$ cat src/rtl/core/sfr_pkg.sv
`default_nettype none

package sfr_pkg;

    localparam int FRAME_LEN    = 25;
    localparam int NUM_CHANNELS = 16;
    localparam int DATA_BYTES   = FRAME_LEN - 3;
    localparam int CHAN_W       = 11;
    localparam int IDX_W        = 4;
    localparam int CNT_W        = 5;
    localparam int DATA_W       = DATA_BYTES * 8;

    localparam logic [CNT_W-1:0] FLAGS_POS = CNT_W'(FRAME_LEN - 2);
    localparam logic [CNT_W-1:0] END_POS   = CNT_W'(FRAME_LEN - 1);
    localparam logic [IDX_W-1:0] LAST_IDX  = IDX_W'(NUM_CHANNELS - 1);

    localparam logic [7:0] HEADER_BYTE   = 8'h0F;
    localparam logic [7:0] END_BYTE      = 8'h00;
    localparam logic [7:0] TIMEOUT_RESET = 8'd2;

    localparam logic CMD_BYTE = 1'b0;
    localparam logic CMD_TICK = 1'b1;

    typedef enum logic [0:0] {
        ST_IDLE,
        ST_EMIT
    } t_state;

    typedef struct packed {
        logic       cmd;
        logic [7:0] rx_byte;
    } t_in_item;

    typedef struct packed {
        logic [IDX_W-1:0]  channel_index;
        logic [CHAN_W-1:0] channel_value;
        logic              frame_ok;
        logic              cause;
        logic              last;
    } t_out_item;

    typedef struct packed {
        logic             shift_data;
        logic             load_flags;
        logic             tick_step;
        logic             tick_clear;
        logic             run_start;
        logic             run_use_frame;
        logic             run_ok;
        logic             run_cause;
        logic             out_load;
        logic             out_last;
        logic [IDX_W-1:0] out_index;
    } t_dp_cmd;

    typedef struct packed {
        logic header_hit;
        logic end_hit;
        logic flags_zero;
        logic tick_timeout;
        logic out_blocked;
    } t_dp_status;

    function automatic logic [CHAN_W-1:0] default_value(input logic [IDX_W-1:0] idx);
        logic [CHAN_W-1:0] v;
        v = CHAN_W'(282);
        case (idx)
            4'd0, 4'd1, 4'd2, 4'd3, 4'd12, 4'd13, 4'd14, 4'd15: v = CHAN_W'(1002);
            4'd5:    v = CHAN_W'(1722);
            default: v = CHAN_W'(282);
        endcase
        return v;
    endfunction

endpackage

`default_nettype wire

$ cat src/rtl/core/sfr_ctrl.sv
`default_nettype none

module sfr_ctrl
    import sfr_pkg::*;
(
    input  wire logic       i_clk,
    input  wire logic       i_rst_n,
    input  wire logic       i_in_valid,
    input  wire t_in_item   i_in_data,
    input  wire t_dp_status i_status,
    output t_dp_cmd         o_cmd,
    output logic            o_in_stall
);

    t_state           r_state, n_state;
    logic             r_in_frame, n_in_frame;
    logic [CNT_W-1:0] r_byte_count, n_byte_count;
    logic [IDX_W-1:0] r_chan, n_chan;

    logic in_xfer;
    logic is_tick;
    logic is_end;
    logic start_tick;
    logic start_frame;

    assign o_in_stall  = (r_state != ST_IDLE);
    assign in_xfer     = i_in_valid && !o_in_stall;
    assign is_tick     = (i_in_data.cmd == CMD_TICK);
    assign is_end      = r_in_frame && (r_byte_count == END_POS);
    assign start_tick  = in_xfer && is_tick && i_status.tick_timeout;
    assign start_frame = in_xfer && !is_tick && is_end && i_status.end_hit;

    always_comb begin
        n_state = r_state;
        unique case (r_state)
            ST_IDLE: begin
                if (start_tick || start_frame) begin
                    n_state = ST_EMIT;
                end
            end
            ST_EMIT: begin
                if (!i_status.out_blocked && r_chan == LAST_IDX) begin
                    n_state = ST_IDLE;
                end
            end
            default: n_state = ST_IDLE;
        endcase
    end

    always_comb begin
        o_cmd               = '0;
        o_cmd.out_index     = r_chan;
        o_cmd.out_last      = (r_chan == LAST_IDX);
        n_chan              = r_chan;
        unique case (r_state)
            ST_IDLE: begin
                n_chan              = '0;
                o_cmd.tick_step     = in_xfer && is_tick;
                o_cmd.tick_clear    = start_frame;
                o_cmd.shift_data    = in_xfer && !is_tick && r_in_frame
                                      && (r_byte_count < FLAGS_POS);
                o_cmd.load_flags    = in_xfer && !is_tick && r_in_frame
                                      && (r_byte_count == FLAGS_POS);
                o_cmd.run_start     = start_tick || start_frame;
                o_cmd.run_use_frame = start_frame && i_status.flags_zero;
                o_cmd.run_ok        = start_frame && i_status.flags_zero;
                o_cmd.run_cause     = start_tick;
            end
            ST_EMIT: begin
                o_cmd.out_load = !i_status.out_blocked;
                if (!i_status.out_blocked) begin
                    n_chan = r_chan + IDX_W'(1);
                end
            end
            default: n_chan = '0;
        endcase
    end

    always_comb begin
        n_in_frame   = r_in_frame;
        n_byte_count = r_byte_count;
        if (in_xfer && !is_tick) begin
            if (!r_in_frame) begin
                if (i_status.header_hit) begin
                    n_in_frame   = 1'b1;
                    n_byte_count = CNT_W'(1);
                end
            end else if (is_end) begin
                n_in_frame   = 1'b0;
                n_byte_count = '0;
            end else begin
                n_byte_count = r_byte_count + CNT_W'(1);
            end
        end
    end

    always_ff @(posedge i_clk) begin
        if (!i_rst_n) begin
            r_state      <= ST_IDLE;
            r_in_frame   <= 1'b0;
            r_byte_count <= '0;
            r_chan       <= '0;
        end else begin
            r_state      <= n_state;
            r_in_frame   <= n_in_frame;
            r_byte_count <= n_byte_count;
            r_chan       <= n_chan;
        end
    end

    a_start_from_idle: assert property (@(posedge i_clk) disable iff (!i_rst_n)
        o_cmd.run_start |-> (r_state == ST_IDLE) && in_xfer)
        else $error("run started outside idle");

    a_run_ends: assert property (@(posedge i_clk) disable iff (!i_rst_n)
        (r_state == ST_EMIT) && o_cmd.out_load && o_cmd.out_last |=> r_state == ST_IDLE)
        else $error("run did not end after last channel");

    a_count_range: assert property (@(posedge i_clk) disable iff (!i_rst_n)
        r_byte_count <= END_POS)
        else $error("byte count out of range");

    a_hunt_clear: assert property (@(posedge i_clk) disable iff (!i_rst_n)
        !r_in_frame |-> r_byte_count == '0)
        else $error("byte count set while hunting");

endmodule

`default_nettype wire

$ cat src/rtl/core/sfr_datapath.sv
`default_nettype none

module sfr_datapath
    import sfr_pkg::*;
(
    input  wire logic     i_clk,
    input  wire logic     i_rst_n,
    input  wire t_in_item i_in_data,
    input  wire t_dp_cmd  i_cmd,
    input  wire logic     i_cfg_we,
    input  wire logic [7:0] i_cfg_wdata,
    input  wire logic     i_out_stall,
    output t_dp_status    o_status,
    output logic          o_out_valid,
    output t_out_item     o_out_data
);

    logic [DATA_W-1:0] r_data;
    logic [7:0]        r_flags;
    logic [7:0]        r_tick, n_tick;
    logic [7:0]        r_timeout;
    logic              r_use_frame;
    logic              r_ok;
    logic              r_cause;
    logic              r_out_valid;
    t_out_item         r_out;
    t_out_item         n_out;

    assign n_tick = (r_tick == 8'hFF) ? r_tick : r_tick + 8'd1;

    assign o_status.header_hit   = (i_in_data.rx_byte == HEADER_BYTE);
    assign o_status.end_hit      = (i_in_data.rx_byte == END_BYTE);
    assign o_status.flags_zero   = (r_flags == 8'h00);
    assign o_status.tick_timeout = (n_tick >= r_timeout);
    assign o_status.out_blocked  = r_out_valid && i_out_stall;

    always_comb begin
        n_out.channel_index = i_cmd.out_index;
        n_out.channel_value = r_use_frame ? r_data[CHAN_W-1:0]
                                          : default_value(i_cmd.out_index);
        n_out.frame_ok      = r_ok;
        n_out.cause         = r_cause;
        n_out.last          = i_cmd.out_last;
    end

    always_ff @(posedge i_clk) begin
        if (i_cmd.shift_data) begin
            r_data <= {i_in_data.rx_byte, r_data[DATA_W-1:8]};
        end else if (i_cmd.out_load && r_use_frame) begin
            r_data <= {CHAN_W'(0), r_data[DATA_W-1:CHAN_W]};
        end
        if (i_cmd.load_flags) begin
            r_flags <= i_in_data.rx_byte;
        end
        if (i_cmd.run_start) begin
            r_use_frame <= i_cmd.run_use_frame;
            r_ok        <= i_cmd.run_ok;
            r_cause     <= i_cmd.run_cause;
        end
        if (i_cmd.out_load) begin
            r_out <= n_out;
        end
    end

    always_ff @(posedge i_clk) begin
        if (!i_rst_n) begin
            r_tick      <= '0;
            r_timeout   <= TIMEOUT_RESET;
            r_out_valid <= 1'b0;
        end else begin
            if (i_cmd.tick_clear) begin
                r_tick <= '0;
            end else if (i_cmd.tick_step) begin
                r_tick <= n_tick;
            end
            if (i_cfg_we) begin
                r_timeout <= i_cfg_wdata;
            end
            if (i_cmd.out_load) begin
                r_out_valid <= 1'b1;
            end else if (!i_out_stall) begin
                r_out_valid <= 1'b0;
            end
        end
    end

    assign o_out_valid = r_out_valid;
    assign o_out_data  = r_out;

    a_no_overwrite: assert property (@(posedge i_clk) disable iff (!i_rst_n)
        i_cmd.out_load |-> !(r_out_valid && i_out_stall))
        else $error("result overwritten while stalled");

    a_tick_cleared: assert property (@(posedge i_clk) disable iff (!i_rst_n)
        i_cmd.tick_clear |=> r_tick == '0)
        else $error("tick counter not cleared");

    a_load_sets_valid: assert property (@(posedge i_clk) disable iff (!i_rst_n)
        i_cmd.out_load |=> o_out_valid)
        else $error("loaded result not valid");

endmodule

`default_nettype wire

$ cat src/rtl/core/sbus_frame_receiver.sv
// a frame end byte or a timeout tick starts a run: emit state, then the output register
// one result per cycle unless output stalls; 16 results per run from a single output register
// input is stalled during a run (longer if the output stalls); else every valid item is taken
// reset: synchronous, active low; hunting for a header, tick count 0, timeout_ticks 2
// frame byte store is not cleared; every byte read was written by the current frame
`default_nettype none

module sbus_frame_receiver
    import sfr_pkg::*;
(
    input  wire logic       i_clk,
    input  wire logic       i_rst_n,
    input  wire logic       i_in_valid,
    output logic            o_in_stall,
    input  wire t_in_item   i_in_data,
    output logic            o_out_valid,
    input  wire logic       i_out_stall,
    output t_out_item       o_out_data,
    input  wire logic       i_cfg_we,
    input  wire logic [7:0] i_cfg_wdata
);

    t_dp_cmd    dp_cmd;
    t_dp_status dp_status;

    sfr_ctrl u_ctrl (
        .i_clk      (i_clk),
        .i_rst_n    (i_rst_n),
        .i_in_valid (i_in_valid),
        .i_in_data  (i_in_data),
        .i_status   (dp_status),
        .o_cmd      (dp_cmd),
        .o_in_stall (o_in_stall)
    );

    sfr_datapath u_datapath (
        .i_clk       (i_clk),
        .i_rst_n     (i_rst_n),
        .i_in_data   (i_in_data),
        .i_cmd       (dp_cmd),
        .i_cfg_we    (i_cfg_we),
        .i_cfg_wdata (i_cfg_wdata),
        .i_out_stall (i_out_stall),
        .o_status    (dp_status),
        .o_out_valid (o_out_valid),
        .o_out_data  (o_out_data)
    );

endmodule

`default_nettype wire
$ cat config.mk
export PLATFORM = sky130hd
export DESIGN_NAME = sbus_frame_receiver
export DESIGN_NICKNAME = d
export VERILOG_FILES = /design/src/rtl/core/sfr_pkg.sv /design/src/rtl/core/sfr_ctrl.sv /design/src/rtl/core/sfr_datapath.sv /design/src/rtl/core/sbus_frame_receiver.sv
export SDC_FILE = /design/constraint.sdc
export NUM_CORES = 1
export LEC_CHECK = 0
export BUFFER_PORTS_ARGS = -buffer_cell sky130_fd_sc_hd__buf_2
export CORE_ASPECT_RATIO = 1.75
export CORE_MARGIN = 2
export CORE_UTILIZATION = 65
export DETAILED_ROUTE_END_ITERATION = 10
export PLACE_DENSITY = 0.83
export SLEW_MARGIN = 20
export SYNTH_ARGS = -nofsm -noshare
export SYNTH_HDL_FRONTEND = slang
export SYNTH_SLANG_ARGS = --single-unit
$ cat constraint.sdc
create_clock -name i_clk -period 12 [get_ports i_clk]
set_input_delay 2.4 -clock i_clk [delete_from_list [all_inputs] [get_ports i_clk]]
set_output_delay 2.4 -clock i_clk [all_outputs]
set_load 0.05 [all_outputs]
# Word level (Yosys, flattened, before mapping)
# Memory sizes are Yosys's and may differ from the RTL's. A register that Yosys moved wholly into a read port is not among the register bits.
# Index checks and enable logic that the tools add are counted.
# word_totals
reg_bits	232
latchBits	0
mem_bits_rw	0
rom_bits	112
out_inout_bits	20
word_cells	76
mem_count	1
# classes
n_addsub	3
mul	0
n_div	0
n_lt_le_gt_ge	2
eq_ne	7
shifts	0
muxes	21
bitwise_logic	2
n_reduce_logical	24
# mem_list
name	depth	width	read_ports	rd_clocked_by_memory_dff	wr	line	text
(name not given)	16	7	1	1	0	sfr_pkg.sv:67	case (idx)
# ops
op	n
$mux W176	2
$logic_not A8 Y1	2
$mux W8	2
$mux W5	3
$logic_and A1 B1 Y1	14
$mux W4	3
$mux W11	1
$eq A5 B5 Y1 const B	2
$add A8 B1 Y8 const B	1
$eq A8 B4 Y1 const B	1
$eq A8 B8 Y1 const B	1
$ge A8 B8 Y1	1
$mux W1	8
$pmux W4 S2	1
$add A5 B1 Y5 const B	1
$lt A5 B5 Y1 const B	1
$add A4 B1 Y4 const B	1
$eq A4 B4 Y1 const B	1
$reduce_bool A2 Y1	2
$logic_not A1 Y1	3
$ne A2 B1 Y1 const B	1
$ne A2 B2 Y1 const B	1
$not A1 Y1	2
$pmux W1 S2	1
other kinds (3)	3

# Depth between registers and ports, before layout
# Gate-level depths: netlist of the first run.
# logic_depth
word_depth	8
mapped_depth	10
ltp_nobuf	10

# By module
# From an unflattened synthesis of the first run, not the netlist that was laid out.
# unflattened
hier_cells	622
area_unflattened_um2	10128.5
# modules_own_cells
module	n_inst	cells_per_inst	area_each_um2	seq_area_each_um2
sfr_datapath	1	553	9492.9	6496.2
sfr_ctrl	1	69	635.6	220.2

# Worst setup path after synthesis of the first run
# Ideal clock, no wire load.
# synth_timing
path_kind	input to register
from	input i_in_data[8] in the netlist's numbering
to	register u_datapath.r_data[0] (enable)
setup_time_ps	535
arrival_ps	6947
required_time_ps	11465
path_slack_ps	4518
cell_stages	5
path_cell_list	nand4bb_1 > a21oi_1 > buf_2 > clkbuf_1 > a21o_1
# synth_via
elab_chain_cells	6
# synth_rtl
item	line	text
from (decl)	sbus_frame_receiver.sv:15	input wire t_in_item i_in_data,
$logic_not A1 Y1	sfr_ctrl.sv:60	o_cmd.shift_data = in_xfer && !is_tick && r_in_frame
$logic_and A1 B1 Y1 (2 in series)	sfr_ctrl.sv:60	
$logic_and A1 B1 Y1	sfr_ctrl.sv:61	&& (r_byte_count < FLAGS_POS);
$mux W8	sfr_ctrl.sv:55	unique case (r_state)
$reduce_bool A2 Y1 (no line)	-	
to (signal assigned)	sfr_datapath.sv:48	r_data <= {i_in_data.rx_byte, r_data[DATA_W-1:8]};
to (signal assigned)	sfr_datapath.sv:50	r_data <= {CHAN_W'(0), r_data[DATA_W-1:CHAN_W]};
to (decl)	sfr_datapath.sv:18	logic [DATA_W-1:0] r_data;
# No other way between the ends.
# A chain may end at the register's enable or synchronous reset.

# Worst setup path after layout of the first run
# layout_timing
from	input i_in_data[8] in the netlist's numbering
to	register u_datapath.r_data[49] (enable)
# The elaborated chain is that of the path after synthesis.

==> impl_summary.md, run 1 <==
Place
At the placement stage, the worst setup path has a slack of 5770 ps. The count of port buffers added during placement is 41. Routability-driven placement finished with a final weighted congestion of 0.808.

The total half-perimeter wirelength after legalization and detailed placement is 10700 µm.

Synthesis
After synthesis the cells add up to 10100 µm². The synthesized design contains 204 enable-type register cells. The fraction of the yosys area taken by sequential cells is 67.1%. Counting flops and latches in the post-synthesis netlist gives 237. The number of instances in the synthesized netlist is 634. The count of different cell masters after synthesis is 47.

Summed over all instances, the cell type with the most area after synthesis is edfxtp_1. After synthesis, the cell types taking the most area are edfxtp_1 61%, mux2_2 19%, dfxtp_1 6.5%, ha_1 1.6%, and2_1 0.93%. Among all flip-flop cells after synthesis, the most frequent one is edfxtp_1. The number of warning messages in the yosys log is 0.

For this run, asynchronously set or reset flops after synthesis account for 0%. The number of nets handed over by synthesis was between 600 and 700. The average size of a mapped cell is 15.9 µm². The proportion of netlist area held by the largest area contributor is 60.6%.

STA
The final-layout setup total negative slack is 0 ps. Headroom to the max-slew limit came out at 35.2%. The minimum clock period is around 5700 ps. After layout, the worst path uses 47.8% of the clock period. The transition time at the pin with the least slew margin is 972 ps. The max-slew violation count came to 0.

After layout, the worst setup slack is 6270 ps. Timing would allow up to ~170 MHz. Setup violations remaining at the end of the flow were counted as 0. Clock skew on the completed layout was measured at ~11 ps. The number of hold violations in the final report is 0. Hold is met by 434 ps. Setup repair after global routing left no endpoint under its margin.

Critical path
STA classifies the critical path endpoint as a register. At the worst endpoint, the arrival time is roughly 5900 ps. The critical path class is input pin to register.

The worst endpoint required time is 12110 ps. The critical path launch point type is an input pin. The maximum fanout along the worst path is 80.

Final layout
The fraction of final layout cells sized beyond drive strength 1 is approximately 36%. Fill cells in the final layout number 990. The sequential cell area is roughly 6800 µm².

The area used by multi-input combinational logic is 3170 µm². The number of nets in the layout is slightly above 700. The area added between synthesis and finish is 10.3%.

The end-of-flow core utilization is 72.8%.

CTS
The clock tree from TritonCTS is done. No sink is reached through more buffers than the 3 on the longest clock path. In this run the post-CTS setup repair buffer count came out at 0. The number of hold buffers added after CTS was 0. Clock-pin slew was measured on the worst setup and hold paths at ~70 ps. Post-CTS repair changed the size of 0 cells. The clock latency at the later pin of the worst-skew pair is 490 ps. CTS placed an instance of clkbuf_16 at the clock tree root. CTS saw between 200 and 250 sinks. CTS built an H-tree with a depth of 1.

Buffers inserted during clock tree synthesis total 20.

Drt
After the first detailed-routing iteration, the DRC count stood at 284. The number of optimization iterations in the first detailed-route pass is 5. The routed via count divided by cell count is around 6.0. Once detail routing completed, the nets flagged for antenna violations numbered 0.

The detailed-route wire length per cell is ~19 µm. The routed via count is 5298. For this run, design rule violations remaining after detail routing come to 0. Wires add up to 16500 µm.

Die
The die extent in x is 98.3 µm. The total I/O pin count is 42. The height of the die is about 170 µm. The starting utilization of the core area is between 60% and 70%. The die area is 16600 µm².

The area of the core is about 15000 µm². The number of rows created at floorplan is 60.

Power
Dividing total power by cell area gives a power density of 141 nW/µm². Summed over all cells, the static leakage comes to 3.73 nW. The worst-case IR drop observed on VDD is 0.128 mV. Summing internal, switching and leakage power gives 1.57 mW.

Global routing
The total overflow left after global routing is 0. The overall track demand over capacity in global routing is about a fifth. Entering global routing, the biggest net connects 106 pins. The initial antenna violation count was 1. The first global-routing pass estimated about 27000 µm of wire. The via count of the first global-routing pass is 5472.

Flow run
Across the run, the number of max-cap violations was 0.

Hold path
The kind of path behind the tightest hold check is register to register.

Outcome
The run finished with clean final reports.
state kept, by name, indices dropped and copies added (netlist names), 4 cells and up, named ones only:
signal	flops
u_datapath.r_timeout	8
u_datapath.o_out_data	18
u_datapath.r_flags	8
u_datapath.r_data	176
u_datapath.r_tick	8
u_ctrl.r_chan	4
u_ctrl.r_byte_count	5
metrics by stage:
stage               instance area, µm²  std cells
global route                     11100        877
detailed placement               10500        840
finish                           11100        877
floorplan                        10100        634
CTS                              11100        876
global placement                 10500        840
cells by family after synthesis:
group	Yosys count	synth area share, %
adders and majority gates	13	1.61
AOI/OAI and AO/OA	48	3.22
and+or+nand+nor	109	5.82
DFF	237	67.1
xor gates and xnor gates	7	0.607
buffers and inverters	40	1.66
muxes	180	19.9
metal layers:
| layer | wire, µm | track usage (%) | vias up | part of all wire [%] |
|---|---|---|---|---|
| met5 | 0 | 0 | - | 0 |
| met4 | 379 | 5.78 | 0 | 2.3 |
| met3 | 597 | 2.89 | 36 | 3.6 |
| met2 | 9420 | 38.6 | 116 | 57 |
| met1 | 6110 | 22.6 | 2626 | 37 |
| li1 | - | - | 2520 | - |
cell usage after synthesis, types with 3 or more instances:
master	instances
nor2_1	23
nor3_1	7
nand2b_1	4
nand2_1	22
ha_1	13
mux2_2	171
edfxtp_1	204
or4_1	4
o31ai_1	5
inv_1	15
buf_2	14
and2_1	15
mux2i_1	9
nor4_1	3
dfxtp_1	33
nand3_1	9
o21ai_0	7
a211oi_1	5
a21oi_1	15
clkbuf_1	11
xor2_1	4
or3_1	3
xnor2_1	3
nand4b_1	3
worst paths after layout:
check | startpoint | end | slack, ps | depth (start not counted)
setup / recovery | i_in_data[8] | u_datapath.r_data[49] | 6270 | 7
hold / removal | u_datapath.r_cause | u_datapath.o_out_data[1] | 430 | 0
setup reg to reg | u_ctrl.o_in_stall | u_datapath.r_data[49] | 7830 | 6
hold reg to reg | u_datapath.r_cause | u_datapath.o_out_data[1] | 430 | 0
placed cells by master (no fill, tap or decap), types with 4 or more instances in the layout:
master       n
clkbuf_1     4
clkinv_1     4
a211oi_1     5
nand2_1     22
dfxtp_1     33
nor3_1       7
nand2b_1     4
o21ai_0      7
and2_1      15
xor2_1       4
nor2_1      23
edfxtp_1   204
mux2_2     171
o31ai_1      5
buf_2       41
mux2i_1      9
inv_1       15
nand3_1      9
ha_1        13
clkbuf_16   22
a21oi_1     14
or4_1        4
power breakdown:
part           internal [mW]  total [mW]  switching, mW
logic                 0.0129      0.0360         0.0231
registers              0.892       0.896        0.00443
clock network          0.367       0.643          0.275
total                   1.27        1.57          0.303
worst max-delay path, stage by stage:
cell and delay, ps:
buf_2 120, nand4bb_1 310, a21oi_4 180, buf_4 690, a21o_4 390, buf_4 820, buf_4 810
layout make-up:
cell class | count | area share, %
multi-input combinational | 357 | 28.5
sequential | 237 | 60.9
clock buffer | 28 | 5.32
timing repair buffer | 45 | 2.14
inverter | 15 | 0.505
clock inverter | 8 | 0.561
antenna | 1 | 0.0225
tap | 186 | 2.09
Power figures use the tool's default switching activity.
==> run 2: changes to the inputs <==
--- a/config.mk
+++ b/config.mk
@@ -8,9 +8,9 @@
 export BUFFER_PORTS_ARGS = -buffer_cell sky130_fd_sc_hd__buf_2
 export CORE_ASPECT_RATIO = 1.75
 export CORE_MARGIN = 2
-export CORE_UTILIZATION = 65
+export CORE_UTILIZATION = 61
 export DETAILED_ROUTE_END_ITERATION = 10
-export PLACE_DENSITY = 0.83
+export PLACE_DENSITY = 0.79
 export SLEW_MARGIN = 20
 export SYNTH_ARGS = -nofsm -noshare
 export SYNTH_HDL_FRONTEND = slang
==> constraint.sdc (replaced) <==
create_clock -name i_clk -period 5.43 [get_ports i_clk]
set_input_delay 1.086 -clock i_clk [delete_from_list [all_inputs] [get_ports i_clk]]
set_output_delay 1.086 -clock i_clk [all_outputs]
set_load 0.05 [all_outputs]
==> run 2 against run 1 <==
Sequential power grew 130%. Utilization shrank 4.1 points. Routed wire length shrank 1.2%. Clock skew grew 7.4 ps. Global-route usage shrank 1.0 points. Critical path depth grew 2. Cell area grew 0.42%. Via count shrank 1.4%. Non-clock buffer count shrank 1. Critical endpoint is now u_datapath.r_cause.
==> impl_summary.md, run 2 (synthesis gave the netlist of run 1 again) <==
Final layout
Fill cells in the final layout number 1096. The repair_antennas step left the layout with diodes totalling 0. After the last flow step, the layout net total stands at a little over 700.

The register with the most flip-flops in the final layout is u_datapath.r_data. The register with the most flip-flops in the layout has 176 of them. Leaving out fill and tap cells, the most frequent cell in the layout is edfxtp_1.

The fraction of final layout cells sized beyond drive strength 1 is 36.5%. In the final layout, the multi-input gates occupy 3170 µm². The area added between synthesis and finish is 10.7%. In the final layout, flip-flops and latches occupy 6790 µm². Leaving out fill and tap cells, the most frequent cells in the layout are 204 x edfxtp_1, 171 x mux2_2, 41 x buf_2.

Outcome
The flow ran to the end, and the final reports show no timing, DRC or antenna violations.

Critical path
Across all register-to-register paths, the minimum setup slack is 2030 ps. STA puts the critical path data arrival time at 3620 ps. The capturing point of the worst reg2reg path is u_datapath.r_cause. The critical path class is register to register. The worst setup path is captured at a register. Of all nets on the critical path, the largest fanout is 6. The critical path launch point type is a register. STA puts the critical path data required time at 5640 ps.

Counting cells, the worst reg-to-reg path comes to 9. In this run the critical register-to-register path is launched from u_datapath.r_tick[0].

Place
The count of port buffers added during placement is 41. The congestion estimate from routability-driven global placement came to 0.805. After legalization and detailed placement, the total HPWL measured 10500 µm.

CTS
The clock edge transition at the registers on the reported setup and hold paths is 60 ps. The clock tree from TritonCTS is done. For this design, the sink count on the clock tree is between 200 and 250.

The maximum buffer depth of the clock tree is 3. The number of gates resized after CTS was 0. The setup fix buffers added after clock tree synthesis is 0.

CTS built an H-tree with a depth of 1. The CTS buffer count is 21. The clock latency at the later pin of the worst-skew pair is 510 ps.

In this run, post-CTS hold repair placed 0 buffers. The root buffer selected by CTS is clkbuf_16.

Die
The region available for standard cell placement spans about 16000 µm². The die is between 150 and 200 µm tall. In this run the core area contains 62 standard-cell rows.

The initial utilization of the core area, before any placement, comes to 62.0%. The die extent in x is 101 µm. The die area is between 15000 and 20000 µm². For this design the top-level I/O count stands at 42.

Drt
The post-detailed-routing wire length is 16300 µm. The DRC violations left is 0. The routed via count divided by cell count is a little under 6.

Across all layers, the routed design uses 5223 vias. The number of optimization iterations in the first detailed-route pass is 4. The detailed-route wire length per cell is 18.5 µm.

The iteration-0 DRC count of the detailed router is 214. The detail route stage leaves a number of antenna-violating nets equal to 0.

Hold path
The terminating pin of the worst hold path is u_datapath.o_out_data[1]. The worst hold path was traced through 0 stages. In this run the most critical hold path is launched from u_datapath.r_cause.

The kind of path behind the tightest hold check is register to register.

Global routing
Global routing finished with a remaining overflow of 0. Entering global routing, the biggest net connects roughly 180 pins. The overall track demand over capacity in global routing is 19.0%.

The via count of the first global-routing pass came to approximately 5.5k. The initial antenna violation count is 0. The first global-routing pass estimated 26600 µm of wire.

Power
The total power divided by cell area is approximately 320 nW/µm². The total leakage power is 3.75 nW. The worst-case IR drop observed on VDD is roughly 0.27 mV.

STA
Setup repair after global routing left no endpoint under its margin. The final setup violation count is 0. The minimum clock period is 3400 ps. The number of hold violations in the final report came to 0. The worst-case headroom to the max-slew limit is 37.8%. The final-layout worst hold slack is 429 ps. Dividing the final minimum period by the clock period gives 62.7%. Summed over all failing endpoints, the final setup total negative slack is 0 ps.

For the pin with the worst max-slew slack, the measured transition is about 930 ps. The max-slew violation count was 0. The achievable frequency is 294 MHz. The worst clock skew is 18.7 ps.

Flow run
Max-cap violations in this run came to 0.
-- run 2: changes by cell type in the layout (fill, tap and decap cells not counted), moves of 2 or more --
cell,change
clkinv_2,+2
buf_12,+2
buf_4,-2
clkinv_1,-2
clkbuf_1,+2
-- run 2: worst max path at each step --
stage,to,slack [ps],from,depth (start not counted)
detailed placement,u_datapath.r_data[74],1740,i_out_stall,5
floorplan,u_datapath.r_data[0],790,i_in_data[8],5
global route,u_datapath.r_use_frame,1710,u_datapath.r_tick[0],9
CTS,u_datapath.r_cause,2060,u_datapath.r_tick[0],9
finish,u_datapath.r_cause,2030,u_datapath.r_tick[0],9
global placement,u_datapath.r_data[63],1860,i_out_stall,5
-- run 2: per-layer routing --
layer / track usage, % / vias to the layer above / share of wire, %
li1: - / 2520 / -
met1: 21.7 / 2605 / 37
met2: 35.8 / 69 / 58
met3: 2.25 / 29 / 2.4
met4: 6.14 / 0 / 2.4
met5: 0 / - / 0
-- run 2: area by class of cell --
cell class | count | share of cell area (%)
Clock buffer | 29 | 5.24
Tap cell | 192 | 2.15
Timing Repair Buffer | 44 | 2.26
Inverter | 15 | 0.503
Sequential cell | 237 | 60.6
Clock inverter | 9 | 0.861
Multi-Input combinational cell | 357 | 28.3
-- run 2: stage by stage --
step	setup WS [ps]	power, mW	area (µm²)	std cells	utilization (%)
floorplan	791	2.15	10100	634	-
global placement	1860	2.19	10500	845	64.5
detailed placement	1740	2.19	10500	845	64.5
CTS	2060	3.67	11200	883	68.7
global route	1710	3.74	11200	883	68.7
finish	2030	3.63	11200	883	68.7
-- run 2: report_power, final --
group | total [mW] | switching, mW | internal (mW)
Clock | 1.48 | 0.624 | 0.854
Sequential | 2.04 | 0.0224 | 2.01
Combinational | 0.119 | 0.0723 | 0.0462
-- run 2: critical path, stage by stage, from the launching register on --
cell      delay, ps
dfxtp_1         400
ha_1            240
nand2_1         150
nor3_1          510
mux2_2          410
ha_1            280
nor2b_1         130
o211a_1         200
o311ai_0        580
nand3_1         210
==> run 3: changes to the inputs <==
--- a/config.mk
+++ b/config.mk
@@ -8,9 +8,9 @@
 export BUFFER_PORTS_ARGS = -buffer_cell sky130_fd_sc_hd__buf_2
 export CORE_ASPECT_RATIO = 1.75
 export CORE_MARGIN = 2
-export CORE_UTILIZATION = 61
+export CORE_UTILIZATION = 55
 export DETAILED_ROUTE_END_ITERATION = 10
-export PLACE_DENSITY = 0.79
+export PLACE_DENSITY = 0.75
 export SLEW_MARGIN = 20
 export SYNTH_ARGS = -nofsm -noshare
 export SYNTH_HDL_FRONTEND = slang
==> constraint.sdc (replaced) <==
create_clock -name i_clk -period 3.1 [get_ports i_clk]
set_input_delay 0.62 -clock i_clk [delete_from_list [all_inputs] [get_ports i_clk]]
set_output_delay 0.62 -clock i_clk [all_outputs]
set_load 0.05 [all_outputs]
==> run 3 against run 2 <==
Die area up 11%. Final cell count up 5.5%. Clock power up 64%.
==> impl_summary.md, run 3 (synthesis gave the netlist of run 1 again) <==
Final layout
In the layout the commonest cells are 204 x edfxtp_1, 171 x mux2_2, 41 x buf_2. The register with the most flip-flops in the layout has 176 of them. The area added between synthesis and finish is 11.7%. The number of antenna diodes in the final layout is 0. The number of nets in the layout is 720. The most common cell after layout, fill and taps aside is edfxtp_1. The fraction of final layout cells sized beyond drive strength 1 is between 30% and 40%. Counting flops per register, the top entry is u_datapath.r_data.

Critical path
Data arrives at the worst endpoint at 3070 ps. The worst setup path is of the register to register kind. The number of cells traversed by the worst register-to-register path is 10. For flop-to-flop paths, the worst setup slack is 260 ps. The worst setup path is captured at a register. Among cell families on the critical path, the largest total delay comes from simple AND/OR/NAND/NOR gates. The startpoint identified for the worst register-to-register timing path is u_datapath.r_tick[0]. STA classifies the critical path startpoint as a register. The worst endpoint required time is 3330 ps. Counting stages on the worst path, the most repeated cell is ha_1. The worst register-to-register path ends at u_datapath.r_cause. The critical path's slowest cell is dfxtp_1. The worst stage delay on the critical path is around 420 ps. The critical path goes through ha_1 > nand2_1 > nor3_2 > mux2_2 > ha_1 > nor2b_1 > o211a_1 > o311ai_0 > buf_4 > nand3_1.

In this run the worst path has a maximum fanout of 4. Counting both buffers and inverters, the worst setup path holds a total of 1.

Drt
Using the TritonRoute via totals, the vias-per-cell ratio works out to between 5 and 6. The count of antenna-violating nets left after detailed routing is 0. The first detailed-routing pass took 4 iterations. The detailed-route wire length per cell is between 15 and 20 µm. The final layout contains routed wiring with a total length of 16100 µm. The detailed router placed 5335 vias in this run.

In the routed design, unresolved DRC markers number 0. The detailed router finished its first iteration with 244 violations.

Global routing
The via count of the first global-routing pass came to 5457. The initial antenna violation count is 0. The remaining global-route overflow is 0. Entering global routing, the biggest net connects between 100 and 150 pins.

The global-route wire length before repair is between 20000 and 30000 µm. For this run, the total global-route usage over all layers was measured as approximately 17%.

CTS
In this run the number of H-tree levels came out at 1. The clock edge transition at the registers on the reported setup and hold paths is 60 ps. The root buffer selected by CTS is clkbuf_16. The maximum buffer depth of the clock tree is 3. Buffers inserted to repair hold after CTS numbered 0. Clock tree synthesis inserted a total of 21 buffers.

Post-CTS repair changed the size of 0 cells. The number of setup buffers added after CTS is 0. The clock tree from TritonCTS is done. The clock reaches the later pin of the worst-skew pair after 490 ps. The clock drives 237 sinks.

STA
The share of the clock period used by the worst path after layout is 91.6%. The number of hold violations in the final report came to 0. Setup total negative slack on the finished layout was measured at 0 ps. The final setup violation count is 0. The transition time at the pin with the least slew margin is 838 ps. The minimum clock period is 2840 ps. The worst pin sits at a relative slew slack of 43.7%. Setup repair after global routing left no endpoint under its margin. The worst clock skew is about 14 ps. The max-slew violation count is 0. For this run, the top clock speed supported by timing is 352 MHz.

Die
The total I/O pin count is 42. The die area is 19500 µm². The core region is 18100 µm². The height of the die is 183 µm. The die extent in x is 106 µm. The number of rows created at floorplan is 65.

The starting utilization of the core area is 56.0%.

Hold path
The min-delay analysis places its worst path in the category input pin to register. The number of cells traversed by the worst hold path is 1. The source of the worst hold timing path is i_in_data[4]. The terminating pin of the worst hold path is u_datapath.r_flags[4].

Flow run
The tool flagged a number of max-cap violations equal to 0.

Power
The total leakage power is around 3.8 nW. Across the VDD grid, the largest voltage drop is between 0.4 and 0.5 mV. Summing internal, switching and leakage power gives between 6 and 7 mW. Dividing total power by cell area gives a power density of 549 nW/µm².

Place
At the end of routability-driven placement, the weighted congestion stood at 0.833. The total half-perimeter wirelength after legalization and detailed placement is ~11000 µm. The count of port buffers added during placement is 41.

Outcome
The flow ran to the end, and the final reports show no timing, DRC or antenna violations.
==> run 3: changes by cell type in the layout (fill, tap and decap cells not counted), sizes merged <==
cell / delta
buf: +9
clkinv: -2
bufinv: -1
clkinvlp: +1
==> run 3: layout make-up <==
class                           instances  area [µm²]
Multi-Input combinational cell        357        3180
Inverter                               15        56.3
Tap cell                              234         293
Fill cell                            1341        6770
Clock buffer                           29         556
Clock inverter                          7        62.6
Timing Repair Buffer                   53         358
Sequential cell                       237        6790
==> run 3: metrics by stage <==
stage          hold WS (ps)  instance area, µm²  cells  setup slack (ps)  util, %
2_1_floorplan           400               10100    634              28.4        -
3_3_place_gp            408               10700    896               305     59.1
3_5_place_dp            422               10700    896               215     59.1
4_1_cts                 314               11300    932               215     62.5
5_1_grt                 329               11300    932              44.0     62.5
6_report                332               11300    932               259     62.5
==> run 3: report_power, final <==
part	switching (mW)	internal (mW)
sequential	0.0387	3.52
clock	1.08	1.34
combinational	0.128	0.0872
==> run 3: metal layers <==
layer | up-vias | share of wire [%] | global-route usage (%) | wire (µm)
met4 | 0 | 2.1 | 5.25 | 337
met3 | 30 | 3.0 | 1.99 | 484
li1 | 2527 | - | - | -
met1 | 2675 | 39 | 19.1 | 6330
met5 | - | 0 | 0 | 0
met2 | 103 | 56 | 31.6 | 8970
==> run 3: worst max path at each step <==
stage | start | end | slack, ps | cells after the start
2_1_floorplan | i_in_data[8] | u_datapath.r_data[0] | 30 | 5
3_5_place_dp | u_datapath.r_tick[0] | u_datapath.r_use_frame | 210 | 10
6_report | u_datapath.r_tick[0] | u_datapath.r_cause | 260 | 10
3_3_place_gp | u_datapath.r_tick[0] | u_datapath.r_use_frame | 300 | 10
4_1_cts | u_datapath.r_tick[0] | u_datapath.r_cause | 210 | 10
5_1_grt | u_datapath.r_tick[0] | u_datapath.r_cause | 40 | 10
==> run 3: worst register-to-register path: stages (launching register included) <==
cell	delay, ps
dfxtp_1	420
ha_1	240
nand2_1	100
nor3_2	230
mux2_2	360
ha_1	290
nor2b_1	140
o211a_1	200
o311ai_0	320
buf_4	180
nand3_1	110
